`src/rtl/core/sttu_pkg.sv`:
```
package sttu_pkg;

  // Operation codes carried in the input transaction
  localparam logic [2:0] OP_TICK        = 3'd0;
  localparam logic [2:0] OP_START       = 3'd1;
  localparam logic [2:0] OP_STOP        = 3'd2;
  localparam logic [2:0] OP_START_DELAY = 3'd3;
  localparam logic [2:0] OP_START_WAKE  = 3'd4;
  localparam logic [2:0] OP_STOP_WAKE   = 3'd5;

  // Configuration register indexes
  localparam logic [1:0] REG_MS_UNIT     = 2'd0;
  localparam logic [1:0] REG_SEC_PERIOD  = 2'd1;
  localparam logic [1:0] REG_WAKE_PERIOD = 2'd2;

  // Register reset values
  localparam logic [15:0] MS_UNIT_RESET     = 16'd32;
  localparam logic [15:0] SEC_PERIOD_RESET  = 16'd32767;
  localparam logic [15:0] WAKE_PERIOD_RESET = 16'd0;

  // Milliseconds per second
  localparam logic [31:0] MS_PER_SEC = 32'd1000;

  typedef struct packed {
    logic [2:0]  operation;
    logic [15:0] delay_ms;
  } in_item_t;

  typedef struct packed {
    logic [31:0] ms_count;
    logic [31:0] sec_count;
    logic        delay_busy;
    logic        wake_pulse;
  } out_item_t;

  // Configuration write as seen by the core
  typedef struct packed {
    logic        valid;
    logic [1:0]  index;
    logic [15:0] data;
  } cfg_wr_t;

  // Result push from the core into the output queue
  typedef struct packed {
    logic      valid;
    out_item_t item;
  } push_t;

endpackage

```
`src/rtl/core/sttu_out_fifo.sv`:
```
module sttu_out_fifo (
  input  logic               clk,
  input  logic               rst,
  input  sttu_pkg::push_t    push,
  output logic               full,
  output logic               out_valid,
  input  logic               out_stall,
  output sttu_pkg::out_item_t out_data
);

  sttu_pkg::out_item_t entry [2];
  logic       wr_ptr;
  logic       rd_ptr;
  logic [1:0] count;
  logic       do_push;
  logic       do_pop;

  assign full      = (count == 2'd2);
  assign out_valid = (count != 2'd0);
  assign out_data  = entry[rd_ptr];
  assign do_push   = push.valid && !full;
  assign do_pop    = out_valid && !out_stall;

  // Pointer and occupancy bookkeeping
  always_ff @(posedge clk) begin
    if (rst) begin
      wr_ptr <= 1'b0;
      rd_ptr <= 1'b0;
      count  <= 2'd0;
    end else begin
      if (do_push) wr_ptr <= ~wr_ptr;
      if (do_pop)  rd_ptr <= ~rd_ptr;
      case ({do_push, do_pop})
        2'b10:   count <= count + 2'd1;
        2'b01:   count <= count - 2'd1;
        default: count <= count;
      endcase
    end
  end

  // Entry storage, no reset needed
  always_ff @(posedge clk) begin
    if (do_push) entry[wr_ptr] <= push.item;
  end

endmodule

```
`src/rtl/core/sttu_core.sv`:
```
module sttu_core (
  input  logic               clk,
  input  logic               rst,
  input  logic               in_valid,
  output logic               in_stall,
  input  sttu_pkg::in_item_t in_data,
  input  sttu_pkg::cfg_wr_t  cfg,
  input  logic               fifo_full,
  output sttu_pkg::push_t    push
);

  // Input register
  logic               item_valid;
  sttu_pkg::in_item_t item;

  // Configuration registers
  logic [15:0] ms_unit;
  logic [15:0] sec_period;
  logic [15:0] wake_period;

  // Timer state
  logic [15:0] counter,      counter_next;
  logic [15:0] ms_compare,   ms_compare_next;
  logic        running,      running_next;
  logic [31:0] ms_ticks,     ms_ticks_next;
  logic [31:0] sec_ticks,    sec_ticks_next;
  logic [31:0] sec_ms,       sec_ms_next;     // sec_ticks * 1000, kept incrementally
  logic        delay_on,     delay_on_next;
  logic [15:0] delay_count,  delay_count_next;
  logic [15:0] delay_length, delay_length_next;
  logic        wake_on,      wake_on_next;
  logic [15:0] wake_count,   wake_count_next;
  logic        pulse;

  logic advance;

  assign advance  = item_valid && !fifo_full;
  assign in_stall = item_valid && fifo_full;

  // Next state for the held operation
  always_comb begin
    logic [15:0] counter_adv;
    logic        sec_hit;
    logic        ms_hit;
    logic [31:0] ms_base;
    logic [15:0] cmp_base;
    logic [15:0] wake_inc;
    logic [15:0] delay_inc;

    counter_adv = (counter == sec_period) ? 16'd0 : counter + 16'd1;
    sec_hit     = (counter_adv == sec_period);
    ms_hit      = (counter_adv == ms_compare);
    wake_inc    = wake_count + 16'd1;
    delay_inc   = delay_count + 16'd1;
    ms_base     = ms_ticks;
    cmp_base    = ms_compare;

    counter_next      = counter;
    ms_compare_next   = ms_compare;
    running_next      = running;
    ms_ticks_next     = ms_ticks;
    sec_ticks_next    = sec_ticks;
    sec_ms_next       = sec_ms;
    delay_on_next     = delay_on;
    delay_count_next  = delay_count;
    delay_length_next = delay_length;
    wake_on_next      = wake_on;
    wake_count_next   = wake_count;
    pulse             = 1'b0;

    case (item.operation)
      sttu_pkg::OP_TICK: begin
        if (running) begin
          counter_next = counter_adv;
          // second event first
          if (sec_hit) begin
            sec_ticks_next  = sec_ticks + 32'd1;
            sec_ms_next     = sec_ms + sttu_pkg::MS_PER_SEC;
            ms_base         = sec_ms + sttu_pkg::MS_PER_SEC;
            cmp_base        = ms_unit;
            ms_ticks_next   = ms_base;
            ms_compare_next = cmp_base;
            if (wake_on) begin
              if (wake_inc >= wake_period) begin
                wake_count_next = 16'd0;
                pulse           = 1'b1;
              end else begin
                wake_count_next = wake_inc;
              end
            end
          end
          // then the millisecond event
          if (ms_hit) begin
            ms_ticks_next   = ms_base + 32'd1;
            ms_compare_next = cmp_base + ms_unit;
            if (delay_on) begin
              delay_count_next = delay_inc;
              if (delay_inc >= delay_length) delay_on_next = 1'b0;
            end
          end
        end
      end
      sttu_pkg::OP_START: begin
        ms_ticks_next  = 32'd0;
        sec_ticks_next = 32'd0;
        sec_ms_next    = 32'd0;
        counter_next   = 16'd0;
        running_next   = 1'b1;
      end
      sttu_pkg::OP_STOP: begin
        ms_ticks_next  = 32'd0;
        sec_ticks_next = 32'd0;
        sec_ms_next    = 32'd0;
        counter_next   = 16'd0;
        running_next   = 1'b0;
      end
      sttu_pkg::OP_START_DELAY: begin
        delay_length_next = item.delay_ms;
        delay_count_next  = 16'd0;
        delay_on_next     = 1'b1;
      end
      sttu_pkg::OP_START_WAKE: begin
        wake_count_next = 16'd0;
        wake_on_next    = 1'b1;
      end
      sttu_pkg::OP_STOP_WAKE: begin
        wake_count_next = 16'd0;
        wake_on_next    = 1'b0;
      end
      default: begin
      end
    endcase
  end

  // Result toward the output queue
  always_comb begin
    push.valid           = advance;
    push.item.ms_count   = ms_ticks_next;
    push.item.sec_count  = sec_ticks_next;
    push.item.delay_busy = delay_on_next;
    push.item.wake_pulse = pulse;
  end

  // Input register: loads whenever it is not stalled
  always_ff @(posedge clk) begin
    if (rst) begin
      item_valid <= 1'b0;
    end else if (!in_stall) begin
      item_valid <= in_valid;
    end
  end

  always_ff @(posedge clk) begin
    if (!in_stall) item <= in_data;
  end

  // State and configuration registers
  always_ff @(posedge clk) begin
    if (rst) begin
      ms_unit      <= sttu_pkg::MS_UNIT_RESET;
      sec_period   <= sttu_pkg::SEC_PERIOD_RESET;
      wake_period  <= sttu_pkg::WAKE_PERIOD_RESET;
      counter      <= 16'd0;
      ms_compare   <= sttu_pkg::MS_UNIT_RESET;
      running      <= 1'b0;
      ms_ticks     <= 32'd0;
      sec_ticks    <= 32'd0;
      sec_ms       <= 32'd0;
      delay_on     <= 1'b0;
      delay_count  <= 16'd0;
      delay_length <= 16'd0;
      wake_on      <= 1'b0;
      wake_count   <= 16'd0;
    end else begin
      if (advance) begin
        counter      <= counter_next;
        ms_compare   <= ms_compare_next;
        running      <= running_next;
        ms_ticks     <= ms_ticks_next;
        sec_ticks    <= sec_ticks_next;
        sec_ms       <= sec_ms_next;
        delay_on     <= delay_on_next;
        delay_count  <= delay_count_next;
        delay_length <= delay_length_next;
        wake_on      <= wake_on_next;
        wake_count   <= wake_count_next;
      end
      // user writes only while idle (not enforced); ms_unit writes reload the compare
      if (cfg.valid) begin
        case (cfg.index)
          sttu_pkg::REG_MS_UNIT: begin
            ms_unit    <= cfg.data;
            ms_compare <= cfg.data;
          end
          sttu_pkg::REG_SEC_PERIOD:  sec_period  <= cfg.data;
          sttu_pkg::REG_WAKE_PERIOD: wake_period <= cfg.data;
          default: begin
          end
        endcase
      end
    end
  end

endmodule

```
`src/rtl/core/system_tick_timer_unit.sv`:
```
// System tick timer with millisecond compare. Each input transaction is one
// operation of the timer clock (tick, start, stop, start delay, start wake,
// stop wake) and yields exactly one result transaction carrying the
// millisecond count, second count, delay busy flag and wake pulse as they
// stand after that operation. One operation is accepted every cycle unless the
// input stalls; it passes the input register, then the state update, which
// writes its result into a two-entry output queue that offers it at the output.
// The state update loop sets this rate; the input stalls only when the output
// queue is full and its holder is loaded.
// Configuration registers (0 ms_unit, 1 sec_period, 2 wake_period) are
// written through the cfg port, which is always ready; writes belong in idle
// time, and a write to ms_unit also reloads the millisecond compare.
module system_tick_timer_unit (
  input  logic                clk,
  input  logic                rst,
  input  logic                in_valid,
  output logic                in_stall,
  input  sttu_pkg::in_item_t  in_data,
  output logic                out_valid,
  input  logic                out_stall,
  output sttu_pkg::out_item_t out_data,
  input  logic                cfg_valid,
  output logic                cfg_ready,
  input  logic [1:0]          cfg_index,
  input  logic [15:0]         cfg_data
);

  sttu_pkg::cfg_wr_t cfg;
  sttu_pkg::push_t   push;
  logic              fifo_full;

  assign cfg_ready = 1'b1;
  assign cfg.valid = cfg_valid;
  assign cfg.index = cfg_index;
  assign cfg.data  = cfg_data;

  sttu_core u_core (
    .clk       (clk),
    .rst       (rst),
    .in_valid  (in_valid),
    .in_stall  (in_stall),
    .in_data   (in_data),
    .cfg       (cfg),
    .fifo_full (fifo_full),
    .push      (push)
  );

  sttu_out_fifo u_out_fifo (
    .clk       (clk),
    .rst       (rst),
    .push      (push),
    .full      (fifo_full),
    .out_valid (out_valid),
    .out_stall (out_stall),
    .out_data  (out_data)
  );

  // Input stalls only while results are backed up
  a_stall_needs_backlog: assert property (@(posedge clk) disable iff (rst)
    in_stall |-> out_valid)
    else $error("input stalled with empty output queue");

  // The core never pushes into a full queue
  a_no_lost_push: assert property (@(posedge clk) disable iff (rst)
    !(push.valid && fifo_full))
    else $error("result pushed into full output queue");

  // Reset empties the path
  a_reset_clears: assert property (@(posedge clk)
    rst |=> (!out_valid && !in_stall))
    else $error("path not empty after reset");

endmodule
```
`config.mk`:
```
export PLATFORM = sky130hd
export DESIGN_NAME = system_tick_timer_unit
export DESIGN_NICKNAME = d
export VERILOG_FILES = /design/src/rtl/core/sttu_pkg.sv /design/src/rtl/core/sttu_out_fifo.sv /design/src/rtl/core/sttu_core.sv /design/src/rtl/core/system_tick_timer_unit.sv
export SDC_FILE = /design/constraint.sdc
export NUM_CORES = 1
export LEC_CHECK = 0
export BUFFER_PORTS_ARGS = -buffer_cell sky130_fd_sc_hd__clkbuf_2
export CORE_ASPECT_RATIO = 1.75
export CORE_UTILIZATION = 26
export DETAILED_ROUTE_END_ITERATION = 6
export MAX_ROUTING_LAYER = met4
export PLACE_DENSITY = 0.43
export SYNTH_ARGS = -nofsm -noshare
export SYNTH_HDL_FRONTEND = slang
export SYNTH_SLANG_ARGS = --single-unit
```
`constraint.sdc`:
```
create_clock -name clk -period 7.3 [get_ports clk]
set_input_delay 1.46 -clock clk [delete_from_list [all_inputs] [get_ports clk]]
set_output_delay 1.46 -clock clk [all_outputs]
set_load 0.03 [all_outputs]
```
Word level (Yosys, flattened, before mapping)
Memory sizes are Yosys's and may differ from the RTL's. A register that Yosys moved wholly into a read port is not among the register bits.
Cells that the tools add are included.
{ "word_totals": {"regBits": 251, "mem_bits_rw": 132, "inputBits": 42, "output_inout_bits": 69, "elab_cells": 129, "n_memories": 1} }
{ "classes": {"n_addsub": 9, "n_lt_le_gt_ge": 2, "eq_ne": 18, "muxes": 50, "n_bitwise": 2, "reduce_logical": 27} }
{ "mem_list": {"columns": ["name", "depth", "word_bits", "rd", "rd_clocked_by_memory_dff", "write_ports", "line_no", "text"], "rows": [
  ["u_out_fifo.entry", 2, 66, 1, 1, 1, "sttu_out_fifo.sv:11", "sttu_pkg::out_item_t entry [2];"]
]} }
{ "op_table": {"columns": ["cell", "count"], "rows": [
  ["16-bit 2-to-1 mux", 18],
  ["32-bit 2-to-1 mux", 9],
  ["32-bit one-hot mux with 2 select lines", 3],
  ["16-bit one-hot mux with 2 select lines", 3],
  ["32-bit by 1-bit adder with 32-bit output, second input constant", 2],
  ["16-bit by 1-bit adder with 16-bit output, second input constant", 3],
  ["16-bit == test", 3],
  ["32-bit by 10-bit adder with 32-bit output, second input constant", 1],
  ["16-bit >= comparator", 2],
  ["16-bit adder", 1],
  ["2-bit nonzero test", 7],
  ["1-bit 2-to-1 mux", 13],
  ["2-bit AND reduction", 6],
  ["2-bit by 1-bit inequality test with 1-bit output, second input constant", 5],
  ["5-bit AND reduction", 2],
  ["2-bit == test, second input constant", 3],
  ["3-bit by 2-bit == test with 1-bit output, second input constant", 2],
  ["3-bit == test, second input constant", 2],
  ["1-bit one-hot mux with 2 select lines", 3],
  ["2-bit by 1-bit == test with 1-bit output, second input constant", 2],
  ["1-bit logical AND", 4],
  ["2-bit one-hot mux with 2 select lines", 1],
  ["4-bit AND reduction", 1],
  ["2-bit OR reduction", 2],
  ["other kinds (8)", 10]
]} }

Longest topological paths before layout
{ "logic_depth": {"depth_word": 13, "depth_mapped": 30, "depth_no_buf": 25} }

Modules after synthesis
From an unflattened synthesis, not the netlist that was laid out.
{ "hier_totals": {"cells_unflattened": 2250, "hier_area_um2": 20604.8} }
{ "modules_own_cells": {"columns": ["mod", "instances", "cells_per_inst", "area_per_inst_um2", "seq_area_each_um2"], "rows": [
  ["sttu_core", 1, 2015, 15612.5, 5074.9],
  ["sttu_out_fifo", 1, 233, 4981.0, 4063.9],
  ["system_tick_timer_unit", 1, 2, 11.3, 0.0]
]} }

Least setup slack after synthesis
No wires, ideal clock.
{ "synth_timing": {"path_kind": "flip-flop to flip-flop", "startpoint": "register u_core.counter[1]", "endpoint": "register u_core.ms_compare[15]", "setup_ns": 0.129, "arrival_ns": 5.743, "t_required_ns": 7.171, "setup_slack_ns": 1.428, "stages_incl_launch_ff": 28, "path_buffers": 4, "synth_period_minus_slack_ns": 5.872, "cell_sequence": "dfxtp_1 ha_1 buf_2 nand4_4 nor4_2 xnor2_1 nor4_1 a211oi_2 nor4_4 nand2_2 buf_2 buf_1 clkbuf_1 nand2_1 nand2_1 ha_1 a21o_1 a21o_1 a2111oi_0 nor3_1 o31ai_1 o21ai_0 a31oi_1 nor2b_1 o21ai_0 a31oi_1 a2111oi_0 nor2_1"} }
{ "synth_between": {"elab_chain_cells": 13, "word_cells_on_any_way": 15, "cone_classes": "add/sub: 2; eq/ne: 3; mux: 10"} }
{ "synth_lines": {"columns": ["element", "line_no", "text"], "rows": [
  ["from (decl)", "sttu_core.sv:22", "logic [15:0] counter, counter_next;"],
  ["from (signal assigned)", "sttu_core.sv:176", "counter <= counter_next;"],
  ["16-bit by 1-bit adder with 16-bit output or 16-bit == test (tied branches)", "sttu_core.sv:50", "counter_adv = (counter == sec_period) ? 16'd0 : counter + 16'd1;"],
  ["16-bit 2-to-1 mux (*)", "sttu_core.sv:50", null],
  ["16-bit == test", "sttu_core.sv:51", "sec_hit = (counter_adv == sec_period);"],
  ["16-bit 2-to-1 mux", "sttu_core.sv:76", "if (sec_hit) begin"],
  ["16-bit 2-to-1 mux", "sttu_core.sv:73", "if (running) begin"],
  ["16-bit 2-to-1 mux", "sttu_core.sv:71", "case (item.operation)"],
  ["16-bit adder", "sttu_core.sv:95", "ms_compare_next = cmp_base + ms_unit;"],
  ["16-bit 2-to-1 mux (*)", "sttu_core.sv:93", "if (ms_hit) begin"],
  ["16-bit 2-to-1 mux (*)", "sttu_core.sv:73", null],
  ["16-bit 2-to-1 mux (*)", "sttu_core.sv:71", null],
  ["16-bit 2-to-1 mux (*)", "sttu_core.sv:175", "if (advance) begin"],
  ["16-bit 2-to-1 mux", "sttu_core.sv:190", "case (cfg.index)"],
  ["16-bit 2-to-1 mux (*)", "sttu_core.sv:189", "if (cfg.valid) begin"],
  ["to (signal assigned)", "sttu_core.sv:164", "ms_compare <= sttu_pkg::MS_UNIT_RESET;"],
  ["to (signal assigned)", "sttu_core.sv:177", "ms_compare <= ms_compare_next;"],
  ["to (signal assigned)", "sttu_core.sv:193", "ms_compare <= cfg.data;"],
  ["to (decl)", "sttu_core.sv:23", "logic [15:0] ms_compare, ms_compare_next;"]
]} }
Mark *: on every way between the ends. The rest lies on a longest branch, timed or not. The select of a mux whose other input is x is not followed.
A chain may end at the register's enable or synchronous reset.

Worst setup path in the final report
{ "layout_timing": {"startpoint": "register u_core.counter[13]", "endpoint": "register u_core.ms_compare[15]"} }
The elaborated chain is that of the path after synthesis.

==> run summary <==
The logs give 0.2636 for the effective utilization at floorplan and 0.4390 for the register area share after synthesis. The worst hold path belongs to the class flop to flop. The clock passes through at most 3 buffers.

The core occupancy in the finished layout is 0.3006, and the CTS clock-pin slew for the worst setup and hold paths is 0.06 ns. The portion of synthesized cell area occupied by the leading cell type works out to 0.2212. The tools report the clock network power share as 0.399.

The run gives 0 as the number of nets with antenna violations after detailed routing. The finished cells cover 0.02374 mm2. The run gives 939 as the DRC violation total after the first TritonRoute iteration. The logs give 7.77 ns for the endpoint required time on the critical path and 3,338 for the instance count after placement with tap cells included. For the number of antenna violations at the first check in global routing, the log shows 1. The first TritonRoute pass finished after 5 iterations. Counting flops with a built-in enable in the synthesized netlist gives 151. Total power of the final layout: 5.624 mW. The count of different cell masters after synthesis was 96. After detailed routing, the number of remaining DRC violations is 0. The combinational group share of total power was 0.163.

The flow ran to the end, and the final reports show no timing, DRC or antenna violations. The die outline height came out at 376.3 um. TritonCTS built the clock tree. The dominant synthesized flop cell was sky130_fd_sc_hd__dfxtp_1.

At the end of routability-driven placement, the weighted congestion stood at 0.8872. The overall global routing resource usage came out at 0.1649. The via count of the first global-routing pass was 17,180. After layout, the worst setup slack is 0.7907 ns. The post-synthesis sequential element count is 381, and the average vias per placed instance is 5.073. The run gives 0.1600 mV as the highest ir drop seen on vdd. The estimated wirelength of the detail-placed design is 46,470 um. Setup violations remaining at the end of the flow were counted as 0. For this block, the via count after detailed routing is 17,330. Library cell with the highest instance count after synthesis: sky130_fd_sc_hd__nand2_1. Relative to the synthesized area, the layout overhead comes to 14.03%. After detailed routing, the average wire length per cell comes to 19.30 um. The worst setup path is captured at a flop.

The post-placement cell area is 0.02230 mm2, and the number of nets in the final layout is 2,447. The data arrival time of the worst path was 6.98 ns. The relative contribution of sequential cells to total power is 0.437. The total area inside the core boundary comes to 0.07896 mm2. The critical path is of the flop to flop type.

The tree is rooted in a sky130_fd_sc_hd__clkbuf_16. The post-route clock period utilization is 0.8917. The logs give 2,316 for the synthesized instance count and 3.958 mW for the cell-internal power.

Number of I/O port buffers: 109. For the count of final max-slew check failures, the log shows 0. The worst setup path is launched from a flop.

For the total overflow reported by the global router, the log shows 0. Setup repair after global routing left no endpoint under its margin. The worst clock skew is 0.02793 ns, and the count of yosys warnings during synthesis is 0. The tools report the relative max-transition margin as 0.1497.

Final hold analysis gives a worst-case slack of 0.4532 ns. Fraction of registers with async set or reset after synthesis: 0. Worst setup slack before clock tree synthesis: 0.7767 ns. The aggregate negative setup slack came out at 0 ns.

For the non-filler instance count after layout, the log shows 3,417. The first global-routing pass estimated 101,100 um of wire. The post-CTS repair timing setup buffer count was 0. The commonest cells after synthesis are sky130_fd_sc_hd__nand2_1 (328), sky130_fd_sc_hd__dfxtp_1 (230), sky130_fd_sc_hd__a21oi_1 (181). The largest driver fanout on the critical path came out at 12. The run gives 0.60 ns as the later-pin clock latency in the skew report.

The number of nets in the synthesized netlist is 2,415. The die area is 0.08124 mm2. The logs give 65,950 um for the total wirelength of the detailed-routed design and 0.02081 mm2 for the netlist area before placement. Entering global routing, the biggest net connects 77 pins. The number of failing hold endpoints at the final stage is 0, and the count of hold-fix buffers inserted at cts is 0.

TritonCTS sink count: 381. The number of clock buffers inserted by TritonCTS is 43, and the switching part of the total is 0.2962. Timing would allow up to 0.1536 GHz.

The floorplan has 136 rows. The fraction of layout instances using a drive strength above 1 came out at 0.1432. Cell area power density: 237.0 mW/mm2. The net switching component of the power is 1.666 mW, and the average cell area after synthesis is 8.987 um2. The tools report the number of cells upsized or downsized after cts as 0. Across the run, the number of max-cap violations was 0. The H-tree depth came out at 2. Ranked by total cell area, the synthesized netlist is headed by sky130_fd_sc_hd__dfxtp_1 (22%), sky130_fd_sc_hd__edfxtp_1 (22%), sky130_fd_sc_hd__nand2_1 (5.9%), sky130_fd_sc_hd__a21oi_1 (4.4%), sky130_fd_sc_hd__mux2_2 (4.2%).

The analysis attributes to cell leakage a power of 8.581 nW. The layout has 8,368 filler cells. Dominant cell type by area after synthesis: sky130_fd_sc_hd__dfxtp_1. The top-level port count is 111, and the minimum period implied by the final worst setup slack is 6.509 ns. The die extent in x was 215.9 um. At the pin with the least slew margin, the transition time is 1.271 ns.
==> cells by family (layout without fill, tap and decap cells) <==
family,after synthesis,in the layout,synth area share
compound gates,546,546,0.1666
xor+xnor,120,120,0.05314
fa+ha+maj,57,57,0.03462
buf+inv,225,290,0.04346
flops,381,381,0.4390
mux,112,112,0.05861
other cells,1,2,0.0001802
simple gates,874,874,0.2044
==> power by group through the flow <==
stage	clock network, mW	registers (mW)	logic [mW]
3_5_place_dp	0	2.51	0.938
4_1_cts	2.33	2.47	0.942
6_report	2.24	2.46	0.919
3_3_place_gp	0	2.51	0.933
5_1_grt	2.40	2.48	0.992
2_1_floorplan	0	2.43	0.696
==> area by class of cell <==
cell class	instances	area [um2]	share of cell area
inverters	70	262.8	0.01107
multi-input cells	1710	10800	0.4551
well taps	1035	1295	0.05456
clock buffers	57	1179	0.04966
diodes	1	2.502	0.0001054
flip-flops and latches	381	9143	0.3852
repair buffers	142	799.5	0.03368
clock inverters	21	252.7	0.01065
==> state kept, by name, summed over array words and instances, names as in the netlist, named ones only <==
| signal | count |
|---|---|
| u_out_fifo.entry | 132 |
| u_core.ms_ticks | 32 |
| u_core.sec_ticks | 32 |
| u_core.sec_ms | 29 |
| u_core.item | 19 |
| u_core.counter | 16 |
| u_core.delay_count | 16 |
| u_core.delay_length | 16 |
| u_core.ms_compare | 16 |
| u_core.ms_unit | 16 |
| u_core.sec_period | 16 |
| u_core.wake_count | 16 |
| u_core.wake_period | 16 |
| u_out_fifo.count | 2 |
| u_core.delay_on | 1 |
| u_core.item_valid | 1 |
| u_core.running | 1 |
| u_core.wake_on | 1 |
| u_out_fifo.rd_ptr | 1 |
| u_out_fifo.wr_ptr | 1 |
==> critical path: stages (launching register included) <==
cell and delay, ns:
sky130_fd_sc_hd__dfxtp_1 0.51, sky130_fd_sc_hd__xor2_1 0.12, sky130_fd_sc_hd__nor4_1 0.55, sky130_fd_sc_hd__nand4_1 0.49
sky130_fd_sc_hd__buf_4 0.36, sky130_fd_sc_hd__a211oi_1 0.24, sky130_fd_sc_hd__o221ai_1 0.22, sky130_fd_sc_hd__nor4_4 0.34
sky130_fd_sc_hd__nand2_2 0.16, sky130_fd_sc_hd__mux2_2 0.33, sky130_fd_sc_hd__ha_1 0.28, sky130_fd_sc_hd__a21o_1 0.16
sky130_fd_sc_hd__a21o_1 0.20, sky130_fd_sc_hd__a2111oi_0 0.47, sky130_fd_sc_hd__buf_4 0.19, sky130_fd_sc_hd__nor3_1 0.06
sky130_fd_sc_hd__o31ai_1 0.36, sky130_fd_sc_hd__o21ai_0 0.23, sky130_fd_sc_hd__a31oi_1 0.30, sky130_fd_sc_hd__buf_4 0.17
sky130_fd_sc_hd__nor2b_1 0.04, sky130_fd_sc_hd__o21ai_0 0.06, sky130_fd_sc_hd__a31oi_1 0.10, sky130_fd_sc_hd__a2111oi_0 0.37
sky130_fd_sc_hd__nor2_1 0.08
==> cells in the final DEF (no fill, tap or decap), types with 11 or more instances in the layout <==
cell	count
sky130_fd_sc_hd__nand2_1	328
sky130_fd_sc_hd__dfxtp_1	229
sky130_fd_sc_hd__a21oi_1	181
sky130_fd_sc_hd__nor2_1	169
sky130_fd_sc_hd__edfxtp_1	151
sky130_fd_sc_hd__o21ai_0	126
sky130_fd_sc_hd__nand3_1	110
sky130_fd_sc_hd__clkbuf_2	108
sky130_fd_sc_hd__mux2_2	78
sky130_fd_sc_hd__inv_1	69
sky130_fd_sc_hd__xor2_1	63
sky130_fd_sc_hd__ha_1	56
sky130_fd_sc_hd__xnor2_1	53
sky130_fd_sc_hd__nor3_1	47
sky130_fd_sc_hd__clkbuf_16	43
sky130_fd_sc_hd__and3_1	33
sky130_fd_sc_hd__mux2i_1	33
sky130_fd_sc_hd__buf_4	33
sky130_fd_sc_hd__nand4_1	27
sky130_fd_sc_hd__a31oi_1	26
sky130_fd_sc_hd__a22oi_1	26
sky130_fd_sc_hd__a21o_1	22
sky130_fd_sc_hd__or3_1	21
sky130_fd_sc_hd__a311oi_1	21
sky130_fd_sc_hd__o211ai_1	20
sky130_fd_sc_hd__nand2b_1	17
sky130_fd_sc_hd__nor4_1	16
sky130_fd_sc_hd__a211oi_1	13
sky130_fd_sc_hd__and2_1	12
sky130_fd_sc_hd__and4_1	11
==> metal layers <==
layer	GRT usage	vias to the layer above	part of all wire
li1	-	8421	-
met1	0.1739	8385	0.39
met2	0.2972	367	0.52
met3	0.01905	161	0.032
met4	0.09099	0	0.058
met5	-	-	0
==> worst paths after layout <==
| path | start | endpoint | slack (ns) | cells after the start |
|---|---|---|---|---|
| hold reg to reg | u_core.delay_length[4] | u_core.delay_length[4] | 0.45 | 2 |
| setup reg to reg | u_core.counter[13] | u_core.ms_compare[15] | 0.79 | 24 |
| hold / removal | u_core.delay_length[4] | u_core.delay_length[4] | 0.45 | 2 |
| setup / recovery | u_core.counter[13] | u_core.ms_compare[15] | 0.79 | 24 |
Note: power is estimated with default switching activity, not from simulation.
